File: config.mk
export PLATFORM = sky130hd
export DESIGN_NAME = rfh_div
export DESIGN_NICKNAME = d
export VERILOG_FILES = /design/src/hdl/rank_fraction_histogram_unit_macros.svh /design/src/hdl/rfh_pkg.sv /design/src/hdl/rfh_div.sv
export SDC_FILE = /design/constraint.sdc
export NUM_CORES = 1
export LEC_CHECK = 0
export BUFFER_PORTS_ARGS = -buffer_cell sky130_fd_sc_hd__buf_2
export CORE_ASPECT_RATIO = 1.4
export CORE_MARGIN = 5
export CORE_UTILIZATION = 41
export CTS_BUF_LIST = sky130_fd_sc_hd__clkbuf_4 sky130_fd_sc_hd__clkbuf_8
export CTS_CLUSTER_SIZE = 40
export DETAILED_ROUTE_END_ITERATION = 6
export HOLD_SLACK_MARGIN = 0.02
export SLEW_MARGIN = 5
export SYNTH_ARGS = -nofsm -noshare
export SYNTH_HDL_FRONTEND = slang
export SYNTH_SLANG_ARGS = --single-unit
File: constraint.sdc
create_clock -name clk -period 7.27 [get_ports clk]
set_input_delay 0 -clock clk [delete_from_list [all_inputs] [get_ports clk]]
set_output_delay 0 -clock clk [all_outputs]
set_load 0.05 [all_outputs]
File: src/hdl/rank_fraction_histogram_unit_macros.svh
// ----------------------------------------------------------------------------
// Assertion macros for the rank fraction histogram unit
// Shorthand for clocked checks that are disabled while reset is asserted.
// ----------------------------------------------------------------------------
`ifndef RANK_FRACTION_HISTOGRAM_UNIT_MACROS_SVH
`define RANK_FRACTION_HISTOGRAM_UNIT_MACROS_SVH

// Consequent must hold in the same cycle as the antecedent.
`define RFH_ASSERT_IMP(lbl, ante, cons, msg) \
  lbl: assert property (@(posedge clk) disable iff (!rst_n) (ante) |-> (cons)) \
    else $error(msg);

// Consequent must hold in the cycle after the antecedent.
`define RFH_ASSERT_NXT(lbl, ante, cons, msg) \
  lbl: assert property (@(posedge clk) disable iff (!rst_n) (ante) |=> (cons)) \
    else $error(msg);

`endif

File: src/hdl/rfh_pkg.sv
// ----------------------------------------------------------------------------
// rfh_pkg
// Shared constants of the rank fraction histogram unit.
// ----------------------------------------------------------------------------
package rfh_pkg;

  localparam int USER_W = 16;
  localparam int POS_W  = 10;
  localparam int FRAC_W = 17;

  localparam int DEF_USERS     = 65536;
  localparam int DEF_POSITIONS = 1024;

  // One in unsigned Q1.16.
  localparam logic [FRAC_W-1:0] FRAC_ONE = 17'h10000;

  localparam logic CMD_UPDATE = 1'b0;
  localparam logic CMD_QUERY  = 1'b1;

endpackage

File: src/hdl/rfh_div.sv
// ----------------------------------------------------------------------------
// rfh_div
// Restoring divider producing floor(dividend * 2^16 / divisor), one bit per
// cycle. The dividend never exceeds the divisor.
// ----------------------------------------------------------------------------
module rfh_div
  import rfh_pkg::*;
#(
  parameter int CW = 17
) (
  input  logic              clk,
  input  logic              rst_n,
  input  logic              start,
  input  logic [CW-1:0]     dividend,
  input  logic [CW-1:0]     divisor,
  output logic              done,
  output logic [FRAC_W-1:0] quot
);

  localparam int SW = $clog2(FRAC_W + 1);

  logic [CW:0]       rem_r, rem_nxt;
  logic [CW-1:0]     dvs_r, dvs_nxt;
  logic [FRAC_W-1:0] q_r, q_nxt;
  logic [SW-1:0]     cnt_r, cnt_nxt;
  logic              busy_r, busy_nxt;
  logic              done_r, done_nxt;
  logic              ge;
  logic [CW:0]       diff;

  always_comb begin
    ge       = (rem_r >= {1'b0, dvs_r});
    diff     = ge ? (rem_r - {1'b0, dvs_r}) : rem_r;
    rem_nxt  = rem_r;
    dvs_nxt  = dvs_r;
    q_nxt    = q_r;
    cnt_nxt  = cnt_r;
    busy_nxt = busy_r;
    done_nxt = 1'b0;
    if (start) begin
      rem_nxt  = {1'b0, dividend};
      dvs_nxt  = divisor;
      q_nxt    = '0;
      cnt_nxt  = SW'(FRAC_W);
      busy_nxt = 1'b1;
    end else if (busy_r) begin
      // The partial remainder stays below the divisor, so the shift fits.
      q_nxt   = {q_r[FRAC_W-2:0], ge};
      rem_nxt = {diff[CW-1:0], 1'b0};
      cnt_nxt = cnt_r - SW'(1);
      if (cnt_r == SW'(1)) begin
        busy_nxt = 1'b0;
        done_nxt = 1'b1;
      end
    end
  end

  always_ff @(posedge clk) begin
    if (!rst_n) begin
      busy_r <= 1'b0;
      done_r <= 1'b0;
      cnt_r  <= '0;
    end else begin
      busy_r <= busy_nxt;
      done_r <= done_nxt;
      cnt_r  <= cnt_nxt;
    end
  end

  always_ff @(posedge clk) begin
    rem_r <= rem_nxt;
    dvs_r <= dvs_nxt;
    q_r   <= q_nxt;
  end

  assign done = done_r;
  assign quot = q_r;

endmodule

# Yosys cells after proc, flatten, opt, wreduce, memory -nomap -nowiden

Index checks and enable logic that the tools add are counted.

Add/subtract/negate cells: 2
Reduce and logical (&&, ||, !) cells: 3
Bitwise gates (word level): 2
Equality and inequality tests: 1
Multiplexer cells: 9
$lt $le $gt $ge: 1

Operators by type and width:

| cell                                                                | count |
|---|---|
| 17-bit two-way mux                                                  | 3 |
| 18-bit by 17-bit >= comparator with 1-bit output                    | 1 |
| 17-bit subtractor                                                   | 1 |
| 5-bit two-way mux                                                   | 2 |
| 5-bit by 1-bit == test with 1-bit output (second input constant)    | 1 |
| 5-bit by 1-bit subtractor with 5-bit output (second input constant) | 1 |
| 1-bit two-way mux                                                   | 4 |
| 3-bit OR reduction                                                  | 1 |
| 1-bit NOT                                                           | 2 |
| 2-bit nonzero test                                                  | 1 |
| 2-bit OR reduction                                                  | 1 |

Register bits after elaboration: 59

# Longest topological paths before layout

Gate-level depths: netlist of run 1.

Depth in word-level cells: 4
Depth in mapped cells: 12
Depth with buffers taken out: 11

# Worst setup path before layout of run 1

OpenSTA, ideal clock, no wires.

Path type: register to register
Start: register rem_r[0]
End: register rem_r[10], data pin
Cell stages (with the launch flop): 13
Setup slack: 4,487 ps
Data arrival time: 2,522 ps
Library setup time: 261 ps
Path buffers: 1
Required time: 7,009 ps
Path through: edfxtp_1 > inv_1 > ha_1 > inv_1 > fa_1 > a211oi_2 > o21ai_2 > o31ai_4 > a32oi_2 > a21oi_4 > buf_6 > nor3_1 > a221o_1

Word-level cells in the longest chain between the ends: 4

RTL lines:

| element                                                                               | RTL line                     | RTL |
|---|---|---|
| start, declared                                                                       | rfh_div.sv:22                | `logic [CW:0] rem_r, rem_nxt;` |
| start signal, assigned                                                                | rfh_div.sv:71                | `rem_r <= rem_nxt;` |
| 17-bit subtractor or 18-bit by 17-bit >= comparator with 1-bit output (tied branches) | rfh_div.sv:33, rfh_div.sv:32 |  |
| 17-bit two-way mux *                                                                  | rfh_div.sv:33                | `diff = ge ? (rem_r - {1'b0, dvs_r}) : rem_r;` |
| 17-bit two-way mux *                                                                  | rfh_div.sv:46                | `end else if (busy_r) begin` |
| 17-bit two-way mux *                                                                  | rfh_div.sv:40                | `if (start) begin` |
| net rem_nxt[10]                                                                       | rfh_div.sv:22                |  |

The timed path passes the listed nets; every way through them passes the cells marked *. The select of a mux whose other input is x is not followed.
A chain may end at the register's enable or synchronous reset.

# Worst setup path in the final report of run 1

Start: register rem_r[0]
End: register rem_r[14], data pin

Same word-level chain as after synthesis.

==> key figures, run 1 <==
Place
  – Worst slack at placement: a little under 4 ns
  – Hpwl dp: ~5000 um
  – Port bufs: between 50 and 60
  – Post-Place Cells: approximately 450
  – Placer congestion estimate: between 0.8 and 0.9

Global route
  – GRT Util Overall: 15.3%
  – Initial antenna violation count: 0
  – Global-route wire length before repair: 11700 um
  – GRT Residual Overflow: 0
  – Pin count of the biggest net entering global routing: a little over 80
  – Number of global-route vias before repair: between 2k and 3k

Detailed routing
  – Via density: between 5 and 6
  – First-pass DRT Iterations: 4
  – Drt wl/cell: 14.0 um
  – Via count: between 2k and 3k
  – Number of remaining DRC errors: 0
  – Drt total wl: 7030 um
  – 1st-iter DRT viols: approximately 100
  – Final ANT Viol Nets: 0

Clock network
  – Clk Latency, worst-skew pair: approximately 0.35 ns
  – CTS tree: yes
  – # hold bufs at CTS: 34
  – H-Tree Depth: 3
  – Clock Path Buffers: 2
  – CTS Root Cell: clkbuf_8
  – Post CTS Setup Buffer Count: 0
  – # resized after CTS: 0
  – Clock-pin slew on the worst setup and hold paths: ~0.070 ns
  – Clock sink count: between 50 and 60
  – Num CTS Buffers: 9

Critical path
  – R2R cell count: 11
  – CP max FO: 25
  – Critical Path AT: roughly 3.5 ns
  – Critical Path RT: between 7 and 8 ns
  – Crit path launch: rem_r[0]$_SDFFCE_PN0P_
  – CP endpoint kind: register
  – Reg2reg setup slack: about 3.9 ns
  – Reg-to-Reg Start: rem_r[0]$_SDFFCE_PN0P_
  – Startpoint Class: register
  – RR Endpoint: rem_r[14]$_DFFE_PP_
  – Worst Path Class, Setup: register to register

Finish
  – Final #Nets: about 460
  – Synthesis-to-layout area growth: 26.2%
  – Fill count: 728
  – Non-Filler Instances: roughly 500
  – Share of post-route cells with drive strength above 1: ~19%
  – Antenna Cells: 0

Pwr
  – Seq pwr share: 40.5%
  – Cell Pwr Density: 252 nW/um^2
  – Leakage: 0.00182 uW
  – Switching power: about 360 uW
  – Combinational cell fraction of total power: 35.6%
  – Clk pwr share: 23.9%
  – Switching part of the total: approximately 34%
  – Worst vdd ir: 0.131 mV
  – Int Pwr: approximately 680 uW

Min path
  – Hold Path End: rem_r[16]$_DFFE_PP_
  – Worst hold path type: input pin to register
  – Hold depth: 3
  – Hold wc startpoint: dividend[16]

Die
  – Die footprint: about 9800 sq um
  – CORE AREA: 7750 sq um
  – Die Height: 115 um
  – Num rows: 38
  – Die width: around 85 um
  – I/O pin cnt: 55
  – Starting Density: about two fifths

Timing
  – Sum Neg Setup Slack: 0 ns
  – # setup viols final: 0
  – Unrepaired setup endpoints after global routing: false
  – Slew @ Worst Pin: about 0.75 ns
  – Final min period: ~3.4 ns
  – Worst hold slack: roughly 0.045 ns
  – Fin crit share: a little under half
  – Clk_skew: between 0.009 and 0.01 ns
  – F_max: 298 MHz
  – Slew headroom: 49.7%
  – Worst Slack Setup Final: between 3 and 4 ns
  – Hold Vio Cnt, Final: 0
  – Final Slew Violations: 0

Yosys
  – Seq cells post-synth: roughly 60
  – Register area share after synthesis: a little under half
  – Top post-synthesis cells by area: edfxtp_1 (31%), dfxtp_1 (15%), ha_1 (7.3%), mux2i_1 (7.1%), xor2_1 (4.0%)
  – Most used DFF post-synth: edfxtp_1
  – Yosys warnings: 0
  – Avg Cell Area, Syn: about 10 sq um
  – Dominant cell type by area after synthesis: edfxtp_1
  – Share of the synthesized area in the top cell type: between 30% and 40%
  – Cells after Synth: 310
  – Mapped Area: between 3000 and 4000 sq um
  – Async SR Flop Fraction: 0%
  – EDFF count, synth: 34
  – Synth Net Count: 367
  – Yosys cell types: 50

Job
  – Max-Cap Viols: 0

Status
  – Outcome: complete, no violations
[through the flow]
stage	utilization [%]	power [uW]	area [sq um]
after floorplan	-	705	3250
after global placement	46.5	774	3600
after detailed placement	46.5	782	3600
after CTS	53.0	1050	4100
after global routing	53.0	1100	4100
final	53.0	1030	4100
[worst max-delay path, cell delays in order (launching register included)]
cell and delay, ns:
edfxtp_1 0.36, inv_1 0.09, ha_1 0.17, inv_1 0.06, fa_1 0.44, a211oi_2 0.27
o21ai_2 0.11, o31ai_4 0.29, a32oi_2 0.22, a21oi_4 0.65, nor2_1 0.12, a221o_1 0.35
[cells in the mapped netlist (2+ instances only)]
cell type  count
a21o_1         9
nor2b_1        4
and2_1         3
edfxtp_1      34
nand2b_1       4
nor2_1        33
o21bai_1       3
buf_2          2
xnor2_1        3
ha_1          19
xor2_1        15
dfxtp_1       25
mux2i_1       23
o21a_1         2
and3b_1        2
a21oi_1       13
a211o_1        2
o311ai_0       5
nor4_1         2
nand3b_1       5
nor3_1         4
a221o_1        3
nand2_1       21
o211ai_1       3
o41ai_1        2
inv_1         22
o21ai_0       11
clkbuf_1       9
a211oi_1       6
[how the worst max path moves through the flow]
stage | to | slack, ns | cells after the start
4_1_cts | rem_r[14]$_DFFE_PP_ | 3.89 | 11
3_3_place_gp | rem_r[14]$_DFFE_PP_ | 4.00 | 11
6_report | rem_r[14]$_DFFE_PP_ | 3.91 | 11
5_1_grt | rem_r[14]$_DFFE_PP_ | 3.68 | 11
2_1_floorplan | rem_r[10]$_DFFE_PP_ | 4.49 | 12
3_5_place_dp | rem_r[14]$_DFFE_PP_ | 3.88 | 11
[sequential cells by signal, summed over array words and instances, names as in the netlist]
signal and flops:
cnt_r 5, rem_r 18, quot 17, busy_r 1, dvs_r 17, done 1
[layout by cell type (no fill, tap or decap), drive strengths merged, types with 3 or more instances in the layout]
cell type     n
o311ai        5
edfxtp       34
buf          56
clkbuf        9
nand3b        5
a221o         3
inv          22
dfxtp        25
mux2i        23
nor3          4
o21ai        12
a21o          9
and2          3
a21oi        14
clkinv        6
dlygate4sd3  34
nand2b        4
ha           19
nand2        21
nor2b         4
o21bai        3
a211oi        7
xnor2         3
o211ai        3
nor2         33
xor2         15
[cells by family (layout without fill, tap and decap cells)]
| kind of cell | Yosys count | in the layout | synth area share (%) |
|---|---|---|---|
| compound gates | 69 | 69 | 16.0 |
| xor+xnor | 18 | 18 | 4.85 |
| fa+ha+maj | 20 | 20 | 7.92 |
| buf+inv | 35 | 128 | 4.35 |
| flops | 59 | 59 | 46.8 |
| mux | 24 | 24 | 7.42 |
| simple gates | 85 | 85 | 12.7 |
[layer usage]
layer / GRT usage (%) / vias up / part of all wire [%] / wire, um
met5: 0 / - / 0 / 0
met4: 8.66 / 0 / 2.9 / 201
met3: 4.01 / 14 / 4.5 / 316
met2: 27.1 / 51 / 52 / 3630
met1: 16.3 / 1196 / 41 / 2880
li1: - / 1299 / - / -
[final cells by class]
| class | instances | area (sq um) | area share [%] |
|---|---|---|---|
| Clock buffer | 9 | 124 | 3.02 |
| Timing Repair Buffer | 90 | 626 | 15.2 |
| Inverter | 22 | 82.6 | 2.01 |
| Tap cell | 100 | 125 | 3.05 |
| Multi-Input combinational cell | 216 | 1590 | 38.8 |
| Sequential cell | 59 | 1520 | 37.1 |
| Clock inverter | 7 | 35.0 | 0.854 |
[power by group through the flow]
stage / combinational (uW) / sequential (uW) / clock [uW]
after floorplan: 283 / 421 / 0
after global placement: 348 / 426 / 0
after detailed placement: 356 / 426 / 0
after CTS: 371 / 419 / 258
after global routing: 409 / 423 / 271
final: 368 / 419 / 247
No activity file was read; power rests on OpenSTA's default activity.
==> run 2: changes to the inputs <==
==> constraint.sdc (replaced) <==
create_clock -name clk -period 3.01 [get_ports clk]
set_input_delay 0 -clock clk [delete_from_list [all_inputs] [get_ports clk]]
set_output_delay 0 -clock clk [all_outputs]
set_load 0.05 [all_outputs]
==> key figures, run 2 (synthesis results as in run 1) <==
Clock network
  – Num CTS Buffers: 9 (unchanged)
  – Clock Path Buffers: 2 (unchanged)
  – CTS Root Cell: clkbuf_8 (unchanged)
  – # resized after CTS: 0 (unchanged)
  – Clk Latency, worst-skew pair: 0.34 ns (was 0.35 ns)
  – Clock-pin slew on the worst setup and hold paths: 0.07 ns (about the same)
  – Clock sink count: 59 (unchanged)
  – CTS tree: yes (unchanged)
  – H-Tree Depth: 3 (unchanged)
  – Post CTS Setup Buffer Count: 0 (unchanged)

Place
  – Post-Place Cells: 456 (was 453)
  – Hpwl dp: 5050 um (was 5010 um)
  – Placer congestion estimate: 0.911 (was 0.844)
  – Port bufs: 54 (unchanged)

Detailed routing
  – 1st-iter DRT viols: 92 (was 101)
  – Final ANT Viol Nets: 0 (unchanged)
  – Drt total wl: 7140 um (was 7030 um)
  – First-pass DRT Iterations: 4 (unchanged)
  – Via count: 2526 (was 2560)
  – Drt wl/cell: 14.1 um (was 14.0 um)
  – Via density: 4.99 (was 5.09)
  – Number of remaining DRC errors: 0 (unchanged)

Min path
  – Worst hold path type: input pin to register (unchanged)

Timing
  – Final min period: 2.83 ns (was 3.36 ns)
  – Slew headroom: 35.3% (was 49.7%)
  – F_max: 354 MHz (was 298 MHz)
  – Sum Neg Setup Slack: 0 ns (unchanged)
  – Slew @ Worst Pin: 0.971 ns (was 0.755 ns)
  – Clk_skew: 0.00835 ns (was 0.00902 ns)
  – Unrepaired setup endpoints after global routing: false (unchanged)
  – Fin crit share: 94.0% (was 46.1%)
  – Hold Vio Cnt, Final: 0 (unchanged)
  – Final Slew Violations: 0 (unchanged)
  – # setup viols final: 0 (unchanged)

Finish
  – Most flop-heavy register: rem_r (unchanged)
  – Share of post-route cells with drive strength above 1: 20.2% (was 19.4%)
  – Antenna Cells: 0 (unchanged)
  – Synthesis-to-layout area growth: 27.4% (was 26.2%)
  – Final #Nets: 458 (was 455)
  – Non-Filler Instances: 506 (was 503)
  – Commonest non-fill, non-tap cell in the layout: buf_2 (unchanged)
  – Max reg flops: 18 (unchanged)
  – Commonest non-fill, non-tap cells in the layout: buf_2 (54), edfxtp_1 (34), dlygate4sd3_1 (34) (unchanged)

Pwr
  – Cell Pwr Density: 616 nW/um^2 (was 252 nW/um^2)
  – Leakage: 0.00184 uW (was 0.00182 uW)
  – Worst vdd ir: 0.329 mV (was 0.131 mV)

Critical path
  – CP max FO: 16 (was 25)
  – Critical Path RT: 3.10 ns (was 7.37 ns)
  – Critical Path AT: 2.91 ns (was 3.46 ns)
  – Reg2reg setup slack: 0.18 ns (was 3.91 ns)
  – Crit-path most repeated cell: inv_1 (unchanged)
  – Cells along the critical path: inv_1 > ha_1 > inv_1 > fa_1 > a211oi_2 > o21ai_2 > o31ai_4 > a32oi_2 > a21oi_4 > buf_12 > nor3_1 > a221o_1 (was inv_1 > ha_1 > inv_1 > fa_1 > a211oi_2 > o21ai_2 > o31ai_4 > a32oi_2 > a21oi_4 > nor2_1 > a221o_1)
  – CP endpoint kind: register (unchanged)
  – Worst Path Class, Setup: register to register (unchanged)
  – Slowest CP cell: fa_1 (was a21oi_4)
  – Slowest stage delay, CP: 0.43 ns (was 0.65 ns)
  – Startpoint Class: register (unchanged)

Job
  – Max-Cap Viols: 0 (unchanged)

Global route
  – Number of global-route vias before repair: 2653 (was 2647)
  – Initial antenna violation count: 0 (unchanged)
  – Pin count of the biggest net entering global routing: 58 (was 81)
  – Global-route wire length before repair: 12000 um (was 11700 um)
  – GRT Util Overall: 15.5% (was 15.3%)
  – GRT Residual Overflow: 0 (unchanged)

Die
  – Starting Density: 42.0% (unchanged)
  – Num rows: 38 (unchanged)
  – Die footprint: 9840 sq um (unchanged)
  – Die width: 85.3 um (unchanged)
  – I/O pin cnt: 55 (unchanged)
  – CORE AREA: 7750 sq um (unchanged)
  – Die Height: 115 um (unchanged)

Status
  – Outcome: complete, no violations (unchanged)
run 2: cell count changes in the layout (fill, tap and decap cells not counted):
cell,change
clkbuf_4,+3
buf_4,+2
buf_12,+1
clkinv_1,-1
clkinv_2,-1
clkinvlp_4,-1
run 2: worst paths after layout:
kind | from | endpoint | cells past startpoint
max reg2reg | rem_r[0]$_SDFFCE_PN0P_ | rem_r[10]$_DFFE_PP_ | 12
max | rem_r[0]$_SDFFCE_PN0P_ | rem_r[10]$_DFFE_PP_ | 12
min | dividend[16] | rem_r[16]$_DFFE_PP_ | 3
min reg2reg | cnt_r[1]$_SDFFE_PP0P_ | cnt_r[1]$_SDFFE_PP0P_ | 2
run 2: metal layers:
metal	vias to the layer above	global-route usage, %	share of wire (%)
li1	1303	-	-
met1	1147	17.2	41
met2	59	26.5	51
met3	17	3.80	4.6
met4	0	9.40	3.0
met5	-	0	0
run 2: area by class of cell:
class                           count  area (sq um)
Clock inverter                      4          18.8
Multi-Input combinational cell    216          1590
Sequential cell                    59          1520
Tap cell                          100           125
Timing Repair Buffer               93           661
Fill cell                         731          3600
Clock buffer                       12           146
Inverter                           22          82.6
run 2: worst max-delay path: cells and delay by family (launching register included):
kind            cells  cell delay (ns)
buf+inv             3             0.31
simple gates        1             0.06
fa+ha+maj           2             0.59
flops               1             0.35
compound gates      6             1.26
run 2: what timing repair did:
action,4_1_cts,5_1_grt
endpoints found under the setup margin,0,1
hold buffers,34,0
endpoints found under the hold margin,39,0
run 2: where the power goes:
group          total [uW]  internal, uW  switching, uW
clock                 615           319            296
sequential           1010           961           51.7
combinational         926           426            500
total                2550          1710            847
run 2: through the flow:
stage               power [uW]  instance area (sq um)  utilization [%]  hold WS, ns  setup slack (ns)
global route              2730                   4150             53.5       0.0999            0.0226
finish                    2550                   4150             53.5       0.0944             0.181
detailed placement        1920                   3640             47.0        0.178             0.154
floorplan                 1700                   3250                -       0.0989             0.227
global placement          1910                   3640             47.0        0.178             0.197
CTS                       2580                   4150             53.5       0.0718             0.143
==> run 3: changes to the inputs <==
--- a/config.mk
+++ b/config.mk
@@ -13,6 +13,7 @@
 export CTS_CLUSTER_SIZE = 40
 export DETAILED_ROUTE_END_ITERATION = 6
 export HOLD_SLACK_MARGIN = 0.02
+export RECOVER_POWER = 50
 export SLEW_MARGIN = 5
 export SYNTH_ARGS = -nofsm -noshare
 export SYNTH_HDL_FRONTEND = slang
==> constraint.sdc (replaced) <==
create_clock -name clk -period 3.01 [get_ports clk]
set_input_delay 0.1505 -clock clk [delete_from_list [all_inputs] [get_ports clk]]
set_output_delay 0.1505 -clock clk [all_outputs]
set_load 0.05 [all_outputs]
==> key figures, run 3 (synthesis results as in run 1) <==
Clock network
  – Clock-pin slew on the worst setup and hold paths: 0.07 ns (about the same)
  – Clock Path Buffers: 2 (unchanged)
  – Clock sink count: 59 (unchanged)
  – Post CTS Setup Buffer Count: 0 (unchanged)
  – CTS tree: yes (unchanged)
  – H-Tree Depth: 3 (unchanged)
  – Num CTS Buffers: 9 (unchanged)
  – Clk Latency, worst-skew pair: 0.34 ns (about the same)
  – CTS Root Cell: clkbuf_8 (unchanged)

Place
  – Port bufs: 54 (unchanged)
  – Hpwl dp: 5160 um (was 5050 um)
  – Post-Place Cells: 457 (was 456)
  – Placer congestion estimate: 0.914 (was 0.911)

Global route
  – Initial antenna violation count: 0 (unchanged)
  – Pin count of the biggest net entering global routing: 33 (was 58)
  – Number of global-route vias before repair: 2591 (was 2653)
  – GRT Residual Overflow: 0 (unchanged)
  – Global-route wire length before repair: 11800 um (was 12000 um)
  – GRT Util Overall: 15.4% (was 15.5%)

Timing
  – Unrepaired setup endpoints after global routing: false (unchanged)
  – Fin crit share: 93.9% (was 94.0%)
  – Final Slew Violations: 0 (unchanged)
  – Final min period: 2.83 ns (about the same)
  – Slew @ Worst Pin: 1.06 ns (was 0.971 ns)
  – F_max: 354 MHz (about the same)
  – # setup viols final: 0 (unchanged)
  – Slew headroom: 29.5% (was 35.3%)
  – Sum Neg Setup Slack: 0 ns (unchanged)
  – Clk_skew: 0.0132 ns (was 0.00835 ns)
  – Hold Vio Cnt, Final: 0 (unchanged)

Die
  – Die width: 85.3 um (unchanged)
  – Starting Density: 42.0% (unchanged)
  – Die footprint: 9840 sq um (unchanged)
  – Die Height: 115 um (unchanged)
  – I/O pin cnt: 55 (unchanged)
  – Num rows: 38 (unchanged)
  – CORE AREA: 7750 sq um (unchanged)

Detailed routing
  – Routed wl met3: 295 um (was 329 um)
  – Drt total wl: 7020 um (was 7140 um)
  – Via density: 5.11 (was 4.99)
  – 1st-iter DRT viols: 83 (was 92)
  – Number of remaining DRC errors: 0 (unchanged)
  – Drt wl/cell: 14.3 um (was 14.1 um)
  – Final ANT Viol Nets: 0 (unchanged)
  – Via count: 2504 (was 2526)
  – First-pass DRT Iterations: 4 (unchanged)
  – Met1 wire length: 2870 um (was 2950 um)
  – Highest routed layer: met4 (unchanged)
  – Met2 routed WL: 3650 um (about the same)

Job
  – Max-Cap Viols: 0 (unchanged)

Finish
  – Commonest non-fill, non-tap cell in the layout: buf_2 (unchanged)
  – Antenna Cells: 0 (unchanged)
  – Max reg flops: 18 (unchanged)
  – Most flop-heavy register: rem_r (unchanged)
  – Non-Filler Instances: 490 (was 506)
  – Share of post-route cells with drive strength above 1: 17.2% (was 20.2%)
  – Commonest non-fill, non-tap cells in the layout: buf_2 (39), edfxtp_1 (34), nor2_1 (33) (was buf_2 (54), edfxtp_1 (34), dlygate4sd3_1 (34))
  – Final #Nets: 442 (was 458)
  – Synthesis-to-layout area growth: 22.4% (was 27.4%)

Critical path
  – CP endpoint kind: register (unchanged)
  – Crit path launch: rem_r[0]$_SDFFCE_PN0P_ (unchanged)
  – Critical Path AT: 2.92 ns (was 2.91 ns)
  – Startpoint Class: register (unchanged)
  – Worst Path Class, Setup: register to register (unchanged)
  – Reg-to-Reg Start: rem_r[0]$_SDFFCE_PN0P_ (unchanged)
  – CP max FO: 8 (was 16)
  – Critical Path RT: 3.10 ns (about the same)

Pwr
  – Cell Pwr Density: 658 nW/um^2 (was 616 nW/um^2)
  – Leakage: 0.00171 uW (was 0.00184 uW)
  – Worst vdd ir: 0.372 mV (was 0.329 mV)

Min path
  – Worst hold path type: input pin to register (unchanged)
  – Hold wc startpoint: rst_n (was dividend[16])

Status
  – Outcome: complete, no violations (unchanged)
==> run 3: final timing paths <==
| path | end | slack, ns | depth (start not counted) |
|---|---|---|---|
| max | rem_r[12]$_DFFE_PP_ | 0.18 | 12 |
| min | cnt_r[0]$_SDFFE_PN0P_ | 0.08 | 2 |
| max reg2reg | rem_r[12]$_DFFE_PP_ | 0.18 | 12 |
| min reg2reg | quot[16]$_SDFFE_PP0P_ | 0.49 | 2 |
==> run 3: critical path, cell delays in order, from the launching register on <==
cell	delay, ns
edfxtp_1	0.35
inv_1	0.08
ha_1	0.15
inv_1	0.05
fa_1	0.43
a211oi_2	0.26
o21ai_2	0.11
o31ai_4	0.20
a32oi_2	0.19
a21oi_4	0.23
buf_4	0.20
nor3_1	0.06
a221o_1	0.27
==> run 3: timing repair <==
| action | CTS | global route |
|---|---|---|
| resized for setup | 0 | 0 |
| hold endpoints to repair | 17 | 0 |
| hold buffers | 17 | 0 |
==> run 3: area by class of cell <==
| cell class | count | area (sq um) |
|---|---|---|
| fill | 709 | 3770 |
| multi-input combinational | 216 | 1590 |
| sequential | 59 | 1520 |
| timing repair buffer | 77 | 475 |
| clock buffer | 10 | 131 |
| tap | 100 | 125 |
| inverter | 22 | 82.6 |
| clock inverter | 6 | 56.3 |
==> run 3: where the power goes <==
part / leakage (uW) / switching [uW] / internal (uW)
clock network: 0.0000969 / 304 / 384
registers: 0.000544 / 52.0 / 961
logic: 0.00107 / 507 / 412
==> run 3: through the flow <==
stage               util, %  worst slack, ns  cell area, sq um  hold WS [ns]  total power, uW
floorplan                 -            0.227              3250         0.249             1700
global placement       47.1            0.230              3650         0.328             1910
detailed placement     47.1            0.179              3650         0.329             1930
CTS                    51.7            0.163              4010        0.0515             2650
global route           51.4           0.0298              3980        0.0566             2790
finish                 51.4            0.185              3980        0.0757             2620
==> run 3: metal layers <==
layer,up-vias,track usage (%)
li1,1270,-
met3,13,4.59
met5,-,0
met4,0,7.81
met2,62,26.6
met1,1159,17.1
